<file path="src/hdl/deqi_pkg.sv">
// Shared types, codes and default sizes for the indexed double-ended queue.
package deqi_pkg;

    localparam int DEFAULT_DEPTH = 16;
    localparam int DEFAULT_DATA_WIDTH = 32;

    localparam int CMD_W = 2;
    localparam int VALUE_W = 32;
    localparam int INDEX_W = 4;
    localparam int STATUS_W = 2;
    localparam int COUNT_W = 5;

    typedef enum logic [CMD_W-1:0] {
        CMD_ADD_FRONT = 2'd0,
        CMD_ADD_BACK  = 2'd1,
        CMD_READ      = 2'd2
    } cmd_t;

    typedef enum logic [STATUS_W-1:0] {
        ST_OK    = 2'd0,
        ST_RANGE = 2'd1,
        ST_EMPTY = 2'd2,
        ST_FULL  = 2'd3
    } status_t;

    typedef enum logic [1:0] {
        S_IDLE,
        S_EXEC,
        S_RESP
    } state_t;

    typedef struct packed {
        logic load;
        logic exec;
    } ctl_cmd_t;

endpackage

</file>
<file path="src/hdl/deqi_ctrl.sv">
// Controller state machine that sequences one command through the datapath.
module deqi_ctrl (
    input  logic               clk,
    input  logic               rst_n,
    input  logic               in_valid,
    output logic               in_ready,
    output logic               out_valid,
    input  logic               out_ready,
    output deqi_pkg::ctl_cmd_t ctl
);
    import deqi_pkg::*;

    state_t state_reg;
    state_t state_next;

    always_ff @(posedge clk or negedge rst_n)
    begin
        if (!rst_n)
        begin
            state_reg <= S_IDLE;
        end
        else
        begin
            state_reg <= state_next;
        end
    end

    always_comb
    begin
        state_next = state_reg;
        case (state_reg)
            S_IDLE:
            begin
                if (in_valid)
                begin
                    state_next = S_EXEC;
                end
            end
            S_EXEC:
            begin
                state_next = S_RESP;
            end
            S_RESP:
            begin
                if (out_ready)
                begin
                    state_next = S_IDLE;
                end
            end
            default:
            begin
                state_next = S_IDLE;
            end
        endcase
    end

    always_comb
    begin
        in_ready  = 1'b0;
        out_valid = 1'b0;
        ctl.load  = 1'b0;
        ctl.exec  = 1'b0;
        case (state_reg)
            S_IDLE:
            begin
                in_ready = 1'b1;
                ctl.load = in_valid;
            end
            S_EXEC:
            begin
                ctl.exec = 1'b1;
            end
            S_RESP:
            begin
                out_valid = 1'b1;
            end
            default:
            begin
                in_ready = 1'b0;
            end
        endcase
    end

endmodule

</file>
<file path="src/hdl/deqi_dpath.sv">
// Datapath: ring memory, head pointer, count, end values and result registers.
module deqi_dpath #(
    parameter int DEPTH = deqi_pkg::DEFAULT_DEPTH,
    parameter int DATA_WIDTH = deqi_pkg::DEFAULT_DATA_WIDTH
) (
    input  logic                            clk,
    input  logic                            rst_n,
    input  deqi_pkg::ctl_cmd_t              ctl,
    input  logic [deqi_pkg::CMD_W-1:0]      cmd,
    input  logic signed [deqi_pkg::VALUE_W-1:0] value,
    input  logic [deqi_pkg::INDEX_W-1:0]    index,
    output logic signed [deqi_pkg::VALUE_W-1:0] read_data,
    output logic [deqi_pkg::STATUS_W-1:0]   status,
    output logic [deqi_pkg::COUNT_W-1:0]    count,
    output logic signed [deqi_pkg::VALUE_W-1:0] front_value,
    output logic signed [deqi_pkg::VALUE_W-1:0] back_value
);
    import deqi_pkg::*;

    localparam int AW = (DEPTH > 1) ? $clog2(DEPTH) : 1;
    localparam int CW = $clog2(DEPTH + 1);
    localparam int SW = ((AW > INDEX_W) ? AW : INDEX_W) + 2;

    logic [DATA_WIDTH-1:0] mem [DEPTH];

    logic [CMD_W-1:0]      cmd_reg;
    logic [VALUE_W-1:0]    value_reg;
    logic [INDEX_W-1:0]    index_reg;
    logic [AW-1:0]         head_reg;
    logic [AW-1:0]         head_next;
    logic [CW-1:0]         count_reg;
    logic [DATA_WIDTH-1:0] front_reg;
    logic [DATA_WIDTH-1:0] back_reg;
    logic [DATA_WIDTH-1:0] rdata_reg;
    logic                  rd_ok_reg;
    logic                  rd_ok_next;
    status_t               status_reg;
    status_t               status_next;

    logic                  full;
    logic                  empty;
    logic                  is_push;
    logic                  push_ok;
    logic [DATA_WIDTH-1:0] store_word;
    logic [SW-1:0]         rd_sum;
    logic [SW-1:0]         back_sum;
    logic [AW-1:0]         rd_slot;
    logic [AW-1:0]         back_slot;
    logic [AW-1:0]         wr_slot;

    function automatic logic [VALUE_W-1:0] fit_word(input logic [DATA_WIDTH-1:0] w);
        logic signed [63:0] ext;
        ext = 64'($signed(w));
        return ext[VALUE_W-1:0];
    endfunction

    assign full       = (count_reg == CW'(DEPTH));
    assign empty      = (count_reg == '0);
    assign is_push    = (cmd_reg == CMD_ADD_FRONT) || (cmd_reg == CMD_ADD_BACK);
    assign push_ok    = is_push && !full;
    assign store_word = DATA_WIDTH'(64'(value_reg));

    assign rd_sum    = SW'(head_reg) + SW'(index_reg);
    assign back_sum  = SW'(head_reg) + SW'(count_reg);
    assign rd_slot   = (rd_sum >= SW'(DEPTH)) ? AW'(rd_sum - SW'(DEPTH)) : AW'(rd_sum);
    assign back_slot = (back_sum >= SW'(DEPTH)) ? AW'(back_sum - SW'(DEPTH)) : AW'(back_sum);
    assign head_next = (head_reg == '0) ? AW'(DEPTH - 1) : head_reg - AW'(1);
    assign wr_slot   = (cmd_reg == CMD_ADD_FRONT) ? head_next : back_slot;

    always_comb
    begin
        status_next = ST_OK;
        rd_ok_next  = 1'b0;
        if (is_push && full)
        begin
            status_next = ST_FULL;
        end
        else if (cmd_reg == CMD_READ)
        begin
            if (empty)
            begin
                status_next = ST_EMPTY;
            end
            else if (SW'(index_reg) >= SW'(count_reg))
            begin
                status_next = ST_RANGE;
            end
            else
            begin
                rd_ok_next = 1'b1;
            end
        end
    end

    always_ff @(posedge clk)
    begin
        if (ctl.load)
        begin
            cmd_reg   <= cmd;
            value_reg <= value;
            index_reg <= index;
        end
        if (ctl.exec)
        begin
            if (push_ok)
            begin
                mem[wr_slot] <= store_word;
            end
            else
            begin
                rdata_reg <= mem[rd_slot];
            end
            status_reg <= status_next;
        end
    end

    always_ff @(posedge clk or negedge rst_n)
    begin
        if (!rst_n)
        begin
            head_reg  <= '0;
            count_reg <= '0;
            rd_ok_reg <= 1'b0;
            front_reg <= '0;
            back_reg  <= '0;
        end
        else if (ctl.exec)
        begin
            rd_ok_reg <= rd_ok_next;
            if (push_ok)
            begin
                count_reg <= count_reg + CW'(1);
                if (cmd_reg == CMD_ADD_FRONT)
                begin
                    head_reg  <= head_next;
                    front_reg <= store_word;
                    if (empty)
                    begin
                        back_reg <= store_word;
                    end
                end
                else
                begin
                    back_reg <= store_word;
                    if (empty)
                    begin
                        front_reg <= store_word;
                    end
                end
            end
        end
    end

    assign read_data   = rd_ok_reg ? fit_word(rdata_reg) : '0;
    assign status      = status_reg;
    assign count       = COUNT_W'(count_reg);
    assign front_value = empty ? '0 : fit_word(front_reg);
    assign back_value  = empty ? '0 : fit_word(back_reg);

endmodule

</file>
<file path="src/hdl/double_ended_queue_indexed.sv">
// Top level of the bounded double-ended queue with indexed reads.
//
// Each transfer carries one command: push a word at the front, push a word at
// the back, or read the element at a position counted from the front. One
// command is handled at a time: it is captured at the input transfer, executed
// in the next cycle against the single-port ring memory (one write or one
// registered read), and its result is registered in the execute state, shown
// in the response state and held until the output transfer. The next command
// is taken from the cycle after the output transfer. The front and back values
// are kept in registers beside the memory, so every result reports both ends
// without extra memory reads. A push to a full queue is refused with status
// full; reads from an empty queue or past the end are flagged and return zero.
module double_ended_queue_indexed #(
    parameter int DEPTH = deqi_pkg::DEFAULT_DEPTH,
    parameter int DATA_WIDTH = deqi_pkg::DEFAULT_DATA_WIDTH
) (
    input  logic                                clk,
    input  logic                                rst_n,
    input  logic                                in_valid,
    output logic                                in_ready,
    input  logic [deqi_pkg::CMD_W-1:0]          cmd,
    input  logic signed [deqi_pkg::VALUE_W-1:0] value,
    input  logic [deqi_pkg::INDEX_W-1:0]        index,
    output logic                                out_valid,
    input  logic                                out_ready,
    output logic signed [deqi_pkg::VALUE_W-1:0] read_data,
    output logic [deqi_pkg::STATUS_W-1:0]       status,
    output logic [deqi_pkg::COUNT_W-1:0]        count,
    output logic signed [deqi_pkg::VALUE_W-1:0] front_value,
    output logic signed [deqi_pkg::VALUE_W-1:0] back_value
);
    import deqi_pkg::*;

    ctl_cmd_t ctl;

    deqi_ctrl u_ctrl (
        .clk       (clk),
        .rst_n     (rst_n),
        .in_valid  (in_valid),
        .in_ready  (in_ready),
        .out_valid (out_valid),
        .out_ready (out_ready),
        .ctl       (ctl)
    );

    deqi_dpath #(
        .DEPTH      (DEPTH),
        .DATA_WIDTH (DATA_WIDTH)
    ) u_dpath (
        .clk         (clk),
        .rst_n       (rst_n),
        .ctl         (ctl),
        .cmd         (cmd),
        .value       (value),
        .index       (index),
        .read_data   (read_data),
        .status      (status),
        .count       (count),
        .front_value (front_value),
        .back_value  (back_value)
    );

    a_no_overlap: assert property (@(posedge clk) disable iff (!rst_n)
        !(in_ready && out_valid))
        else $error("Input and output sides are open at once.");

    a_return_idle: assert property (@(posedge clk) disable iff (!rst_n)
        (out_valid && out_ready) |=> in_ready)
        else $error("Block did not return to idle after an output transfer.");

    a_empty_read: assert property (@(posedge clk) disable iff (!rst_n)
        (out_valid && status == ST_EMPTY) |-> (count == '0 && read_data == '0))
        else $error("Empty status reported with elements or read data.");

    a_full_push: assert property (@(posedge clk) disable iff (!rst_n)
        (out_valid && status == ST_FULL) |-> (count == COUNT_W'(DEPTH)))
        else $error("Full status reported while the queue is not full.");

endmodule

</file>
<file path="config.mk">
export PLATFORM = sky130hd
export DESIGN_NAME = double_ended_queue_indexed
export DESIGN_NICKNAME = d
export VERILOG_FILES = /design/src/hdl/deqi_pkg.sv /design/src/hdl/deqi_ctrl.sv /design/src/hdl/deqi_dpath.sv /design/src/hdl/double_ended_queue_indexed.sv
export SDC_FILE = /design/constraint.sdc
export NUM_CORES = 1
export LEC_CHECK = 0
export BUFFER_PORTS_ARGS = -buffer_cell sky130_fd_sc_hd__buf_4
export CAP_MARGIN = 15
export CORE_MARGIN = 3
export CORE_UTILIZATION = 40
export DETAILED_ROUTE_END_ITERATION = 6
export PLACE_DENSITY_LB_ADDON = 0.2
export SYNTH_ARGS = -nofsm -noshare
export SYNTH_HDL_FRONTEND = slang
export SYNTH_HIERARCHICAL = 1
export SYNTH_SLANG_ARGS = --single-unit
export TNS_END_PERCENT = 20
</file>
<file path="constraint.sdc">
create_clock -name clk -period 5.3 [get_ports clk]
set_input_delay 0.795 -clock clk [delete_from_list [all_inputs] [get_ports clk]]
set_output_delay 0.795 -clock clk [all_outputs]
set_load 0.005 [all_outputs]
</file>
# Word level (Yosys, flattened, before mapping)
# Memories as Yosys holds them, arrays and structs flattened. A register that Yosys moved wholly into a read port is not among the register bits.
# Cells that the tools add are included.
# classes
add_sub_neg	6
n_lt_le_gt_ge	3
n_eq_ne	8
mux	27
bitwise_logic	1
reduce_logical	15
# ops
op	n
$mux 32	6
$mux 4	4
$mux 1	12
$sub 4x1->4 const B	3
$reduce_and 3->1	3
$mux 2	4
$add 4x5->6	1
$ge 6x5->1 const B	1
$pmux 2 s3	1
$reduce_and 2->1	3
$add 4x4->5	1
$add 5x1->5 const B	1
$eq 5x5->1 const B	1
$ge 4x5->1	1
$ge 5x5->1 const B	1
$logic_not 5->1	1
$eq 2x1->1 const B	2
$eq 2x2->1 const B	2
$logic_not 2->1	2
$logic_not 4->1	1
$ne 2x2->1 const B	2
$logic_and 1x1->1	2
$ne 2x1->1 const B	1
$reduce_bool 2->1	1
other kinds (3)	3
# totals
register_bits	116
ram_bits	512
inputBits	42
wordCells	71
mem_count	1
# memory_table
name	words	width	rd	rd_clocked_by_memory_dff	wr	line_no	text
u_dpath.mem	16	32	1	1	1	deqi_dpath.sv:24	logic [DATA_WIDTH-1:0] mem [DEPTH];

# Depth between registers and ports, before layout
# Gate-level depths: netlist of the first run.
# logic_depth
word_depth	6
mapped_depth	9
ltp_nobuf	7

# Modules after synthesis
# Netlist of the first run, hierarchy kept.
# modules_own_cells
mod	n_inst	cells_each	area_each_um2	seq_area_each_um2
deqi_dpath	1	1295	25817.3	19388.6
deqi_ctrl	1	9	90.1	50.0

# Least setup slack after synthesis of the first run
# OpenSTA, ideal clock, no wires.
# synth_timing
path_type	flip-flop to flip-flop
from	reg u_dpath.count_reg[0], in the netlist u_dpath/count[0]
to	mem u_dpath/mem[14][0] (netlist name) (enable)
setup_ns	0.461
arrival_time_ns	3.825
slack_ns	1.014
stages_incl_launch_ff	7
n_path_buf	0
period_less_slack_ns	4.286
cell_sequence	dfrtp_1 ha_1 fa_1 xor2_1 o21ai_0 nand2b_1 nor3_1
# synth_between
elab_chain_cells	6
elab_cells_between_ends	11
cone_classes	add/sub: 2; order compare: 1; eq/ne: 1; mux: 5; reduce/logical: 2
# synth_lines
item	line_no	text
from (decl)	deqi_dpath.sv:31	logic [CW-1:0] count_reg;
from (signal assigned)	deqi_dpath.sv:132	count_reg <= count_reg + CW'(1);
branches (longest 6 deep; another with $add 4x5->6)	-	
to (decl)	deqi_dpath.sv:24	
# Parallel ways; which one is timed is not known.

# Worst setup path in the final report of the first run
# layout_timing
from	reg u_dpath.count_reg[1], in the netlist u_dpath/count[1]
to	out back_value[8] (netlist name)
# layout_between
elab_chain_cells	2
# layout_lines
item	line_no	text
$logic_not 5->1	deqi_dpath.sv:58	assign empty = (count_reg == '0);
$mux 32	deqi_dpath.sv:158	assign back_value = empty ? '0 : fit_word(back_reg);
to (decl)	double_ended_queue_indexed.sv:30	output logic signed [deqi_pkg::VALUE_W-1:0] back_value
# No other way between the ends.

==> run summary, run 1 <==
Status: finished, final reports clean
Most area-hungry cell type in the Yosys netlist: edfxtp_1
IO Port Bufs: 146
CTS Hold Bufs: 0
Post-Syn Instances: 1304
Commonest non-fill, non-tap cell in the layout: edfxtp_1
CTS Buffer Depth: 3
Synthesized area per cell: 19.9 µm²
Post-DR wirelength/cell: 24.9 µm
Reg2Reg Launch Point: u_dpath/head_reg[0]
Yosys Warn Count: 6
# DRC: 0
Post-synthesis sequential area ratio: 75.0%
Die height: 260 µm
Worst Hold Class: in -> async
RSZ-0062 raised after global routing: false
Post-synth EDFFs: 584
Synth Area in Compound Gates: 2.83%
Starting Density: 40.8%
Count of final hold-check violations: 0
Clk sink count: 660
Synthesis-to-layout area growth: 17.3%
Crit end category: output pin
Tot GR Track Use: 18.0%
Post-cts resize count: 0
Max VDD drop: 0.498 mV
Internal: 12.6 mW
Finished Core Util: 47.8%
Share of cells above drive strength 1: 32.9%
Post-Synth Simple-Gate Area: 5.22%
Synth Net Count: 1361
Kind of critical path: reg -> out
R2r setup slk: 1.82 ns
Critical path peak fanout: 43
Setup crit start kind: flip-flop
Boundary Pins: 147
Most frequent cells in the layout: edfxtp_1, buf_4, and2_1, mux4_2, dfrtp_1
Mapped cell area: 0.0259 mm²
Largest family of logic cells by synthesized area: multiplexers
Sequential power share: 38.2%
Antenna violations before repair: 0
Most used DFF post-synth: edfxtp_1
Filler cell count: 5343
Least-Margin Pin Slew: 1.10 ns
Clock network fraction of design power: 25.2%
Post-CTS setup buffer count: 0
Final TNS setup: 0 ns
Leak: 10.3 nW
Largest register by flop count: u_dpath/mem
CTS Buf Count: 72
Cell count after placement: 2266
RR Endpoint: u_dpath/rdata_reg[19]
Vias in the first global route: 13700
Worst skew pair latency: 0.61 ns
Gr ovfl total: 0
Post-synthesis cell type count: 48
TritonRoute pass-1 iters: 5
Mux contribution to synthesized area: 14.0%
Max Cap Viol: 0
Synth Register Bits: 660
Core ar.: 0.0635 mm²
Max-slew violation count: 0
Flip-flop count of the largest register after layout: 512
Nets: 1551
Adder-cell share of the synthesized area: 0.782%
Maximum clock rate: 268 MHz
DRT Wirelength: 59700 µm
Dpl hpwl: 32500 µm
Logic pwr share: 36.6%
Detail Route Antenna Nets: 0
WP data required: 4.51 ns
Min Clock Period, post-route: 3.73 ns
Die area: 0.0679 mm²
Num rows: 92
Psw: 6.20 mW
DR vias: 12700
Final Cycle Share: 70.3%
Async S/R FF share, synth: 11.5%
Non-Filler Instances: 2398
PD cells: 618 mW/mm²
Slew HR: 26.4%
Sw Share: 33.0%
Largest net degree at the start of global routing: 65
PnR worst setup slack: 1.57 ns
DRT iter0 DRCs: 839
Register-to-Register Path Depth: 8
Post-Synth XOR/XNOR Area: 0.435%
Clock root cell: clkbuf_16
CP arrival: 2.93 ns
Die X: 260 µm
Via-per-instance ratio: 5.31
First-pass GRT wire length: 89500 µm
Clk_skew: 0.0285 ns
Clk pin slew, worst setup/hold paths: 0.06 ns
Htree depth: 3
Setup Viol. Count Final: 0
Placer Congestion: 0.753
Yosys top cell area share: 67.7%
Post-Place Setup Slack: 1.80 ns
CTS tree: yes
Dominant cells by area after synthesis: edfxtp_1, mux4_2, dfrtp_1, and2_1, mux2_2
[per-stage QoR]
stage / hold WS [ns] / total power [mW] / cell area [µm²]
after floorplan: 0.449 / 11.7 / 25900
after global placement: 0.460 / 14.2 / 28200
after detailed placement: 0.466 / 14.3 / 28200
after CTS: 0.183 / 19.1 / 30400
after global routing: 0.209 / 19.9 / 30400
final: 0.191 / 18.8 / 30400
[critical path, stage by stage (launching register included)]
cell	delay, ns
dfrtp_1	0.47
inv_1	0.12
ha_1	0.22
and3_1	0.22
nand2b_2	0.37
buf_4	0.53
and2_1	0.24
buf_4	0.12
[cell type report]
cell class / count / area [µm²] / share of cell area (%)
well taps: 846 / 1060 / 3.48
diodes: 1 / 2.50 / 0.00823
multi-input cells: 565 / 6200 / 20.4
clock inverters: 32 / 262 / 0.860
repair buffers: 181 / 1410 / 4.63
flip-flops and latches: 660 / 19400 / 63.9
inverters: 14 / 52.6 / 0.173
clock buffers: 99 / 1970 / 6.49
[power groups by stage]
stage               sequential (mW)  combinational [mW]  clock, mW
floorplan                      7.05                4.70          0
global placement               7.27                6.97          0
detailed placement             7.30                7.01          0
CTS                            7.20                7.05       4.86
global route                   7.27                7.50       5.08
finish                         7.18                6.86       4.73
[logic make-up (layout without fill, tap and decap cells)]
| logic type | Yosys count | after routing |
|---|---|---|
| DFF | 660 | 660 |
| and+or+nand+nor | 252 | 252 |
| muxes | 194 | 194 |
| AOI/OAI and AO/OA | 92 | 92 |
| buffers and inverters | 79 | 326 |
| adders and majority gates | 15 | 15 |
| xor gates and xnor gates | 12 | 12 |
| other | 0 | 1 |
[Yosys cell counts (2+ instances only)]
| cell | number |
|---|---|
| clkbuf_1 | 23 |
| a211oi_2 | 18 |
| o21ai_0 | 6 |
| nor2b_1 | 2 |
| and3_1 | 3 |
| mux2_1 | 13 |
| or3_1 | 2 |
| a21o_1 | 3 |
| nor2_1 | 19 |
| buf_2 | 24 |
| dfrtp_1 | 76 |
| nor3_1 | 10 |
| nand2b_1 | 5 |
| buf_4 | 2 |
| inv_1 | 13 |
| a211oi_1 | 14 |
| buf_6 | 14 |
| nand3_1 | 4 |
| buf_1 | 2 |
| mux2_2 | 51 |
| ha_1 | 13 |
| edfxtp_1 | 584 |
| a31oi_1 | 34 |
| a21oi_1 | 6 |
| fa_1 | 2 |
| mux4_2 | 128 |
| nand2_1 | 70 |
| a21oi_4 | 2 |
| xnor2_1 | 9 |
| xor2_1 | 2 |
| a32oi_1 | 3 |
| nor3b_1 | 2 |
| and2_1 | 130 |
[per-layer routing]
layer  global-route usage, %  routed length (µm)  vias to the layer above  share of wire [%]
li1                        -                   -                     5559                  -
met1                    24.3               25500                     6790                 43
met4                    4.88                1160                        0                1.9
met2                    30.5               30100                      314                 50
met5                       0                   0                        -                  0
met3                    3.00                2860                       78                4.8
[worst max path at each step]
stage | start | endpoint | cells after the start
after floorplan | u_dpath/count[0] | u_dpath/mem[14][0] | 6
after global placement | u_dpath/head_reg[0] | u_dpath/rdata_reg[19] | 8
after detailed placement | u_dpath/head_reg[0] | u_dpath/rdata_reg[19] | 8
after CTS | u_dpath/count[1] | back_value[8] | 7
after global routing | u_dpath/count[1] | back_value[8] | 7
final | u_dpath/count[1] | back_value[8] | 7
Power figures use the tool's default switching activity.
==> run 2, diff against run 1 <==
clock period = 3 ns   (was 5.3 ns; I/O delays follow)
==> run summary, run 2 (synthesis results as in run 1) <==
CTS tree: yes
Detail Route Antenna Nets: 0
First-pass GRT wire length: 90300 µm
Gr ovfl total: 0
Hold slack final: 0.0384 ns
Count of final hold-check violations: 0
Post-CTS setup buffer count: 0
Max VDD drop: 0.831 mV
Die height: 260 µm
Internal: 23.3 mW
Largest net degree at the start of global routing: 57
Post-DR wirelength/cell: 24.3 µm
Setup crit start kind: flip-flop
Via-per-instance ratio: 5.27
WP data required: 3.33 ns
Dpl hpwl: 34800 µm
DRT iter0 DRCs: 776
Num rows: 92
Sw Share: 32.1%
Placer Congestion: 0.758
Status: finished, final reports clean
Max Cap Viol: 0
CTS Buf Count: 71
Max-slew violation count: 0
Clock root cell: clkbuf_16
CP cell instances: ha_4 > inv_1 > fa_4 > buf_12 > mux4_2 > and2_1 > a211oi_2 > a31oi_1
Antenna diodes: 0
IO Port Bufs: 146
Slew HR: 32.2%
Most frequent cells in the layout: edfxtp_1, buf_4, and2_1, mux4_2, dfrtp_1
Filler cell count: 5298
Flip-flop count of the largest register after layout: 512
Htree depth: 3
Setup Viol. Count Final: 0
Antenna violations before repair: 2
Non-Filler Instances: 2462
Clk sink count: 660
Boundary Pins: 147
Die area: 0.0679 mm²
Final Cycle Share: 95.4%
Crit end category: flip-flop
DR vias: 13000
Commonest non-fill, non-tap cell in the layout: edfxtp_1
Logic pwr share: 38.1%
TritonRoute pass-1 iters: 5
Vias in the first global route: 14000
Slowest Stage Delay on Critical Path: 0.88 ns
Critical path peak fanout: 35
Tot GR Track Use: 18.0%
RSZ-0062 raised after global routing: true
Leak: 10.7 nW
Clock network fraction of design power: 25.2%
Multi-input gate area: 0.00626 mm²
Maximum clock rate: 349 MHz
Core ar.: 0.0635 mm²
Clk_skew: 0.0251 ns
Sequential power share: 36.7%
Synthesis-to-layout area growth: 21.2%
Worst Hold Class: in -> reg
# DRC: 0
Nets: 1616
Psw: 11.0 mW
Clk pin slew, worst setup/hold paths: 0.06 ns
Final TNS setup: 0 ns
Seq. cell area: 0.0194 mm²
Largest register by flop count: u_dpath/mem
Crit path max-delay cell type: fa_4
Die X: 260 µm
CTS Buffer Depth: 3
Worst skew pair latency: 0.60 ns
DRT Wirelength: 59700 µm
Min Clock Period, post-route: 2.86 ns
CP arrival: 3.19 ns
Share of cells above drive strength 1: 34.0%
Cell count after placement: 2313
Kind of critical path: reg -> reg
Least-Margin Pin Slew: 1.01 ns
Starting Density: 40.8%
PD cells: 1090 mW/mm²
## run 2: cell type report
cell class	instances	share of cell area (%)
repair buffers	247	7.29
clock buffers	102	6.19
flip-flops and latches	660	61.9
clock inverters	28	1.14
inverters	14	0.167
multi-input cells	565	19.9
well taps	846	3.37
## run 2: power by group through the flow
stage / registers [mW] / clock network (mW) / logic (mW)
after floorplan: 12.4 / 0 / 8.35
after global placement: 12.7 / 0 / 13.2
after detailed placement: 12.8 / 0 / 13.3
after CTS: 12.6 / 8.88 / 13.4
after global routing: 12.7 / 9.24 / 14.2
final: 12.6 / 8.64 / 13.1
## run 2: metrics by stage
| stage | util (%) | area (µm²) | worst slack (ns) | total power [mW] |
|---|---|---|---|---|
| 2_1_floorplan | - | 25900 | -0.341 | 20.8 |
| 3_3_place_gp | 45.5 | 28900 | 0.0314 | 25.9 |
| 3_5_place_dp | 45.5 | 28900 | 0.00890 | 26.1 |
| 4_1_cts | 49.4 | 31400 | 0.103 | 34.8 |
| 5_1_grt | 49.4 | 31400 | -0.0360 | 36.2 |
| 6_report | 49.4 | 31400 | 0.138 | 34.3 |
## run 2: routing by layer
layer  global-route usage, %  vias up  part of all wire, %
met2                    30.5      266                   51
met3                    3.06       69                  4.6
li1                        -     5701                    -
met5                       0        -                    0
met1                    24.5     6936                   43
met4                    4.65        0                  1.6
## run 2: worst paths after layout
| check | depth (start not counted) | start | end | slack (ns) |
|---|---|---|---|---|
| worst min register to register | 1 | u_dpath/front_reg[16] | u_dpath/front_reg[16] | 0.47 |
| worst max-delay path | 8 | u_dpath/index_reg[0] | u_dpath/rdata_reg[18] | 0.14 |
| min in group asynchronous | 2 | rst_n | u_dpath/back_reg[12] | 0.33 |
| worst min-delay path | 1 | index[2] | u_dpath/index_reg[2] | 0.04 |
| max in group asynchronous | 3 | rst_n | u_dpath/back_reg[26] | 1.99 |
| worst max register to register | 8 | u_dpath/index_reg[0] | u_dpath/rdata_reg[18] | 0.14 |
## run 2: what timing repair did
action,CTS,global route
hold buffers,19,0
endpoints found under the hold margin,38,0
endpoints found under the setup margin,1,83
gates resized for setup,1,1
## run 2: critical path, delay by kind of cell (launching register included)
family / cells / cell delay [ns]
AO/OA/AOI/OAI: 2 / 0.28
AND/OR/NAND/NOR: 1 / 0.18
adder cells (fa/ha/maj): 2 / 1.03
flip-flops: 1 / 0.40
buffers and inverters: 2 / 0.31
multiplexers: 1 / 0.34
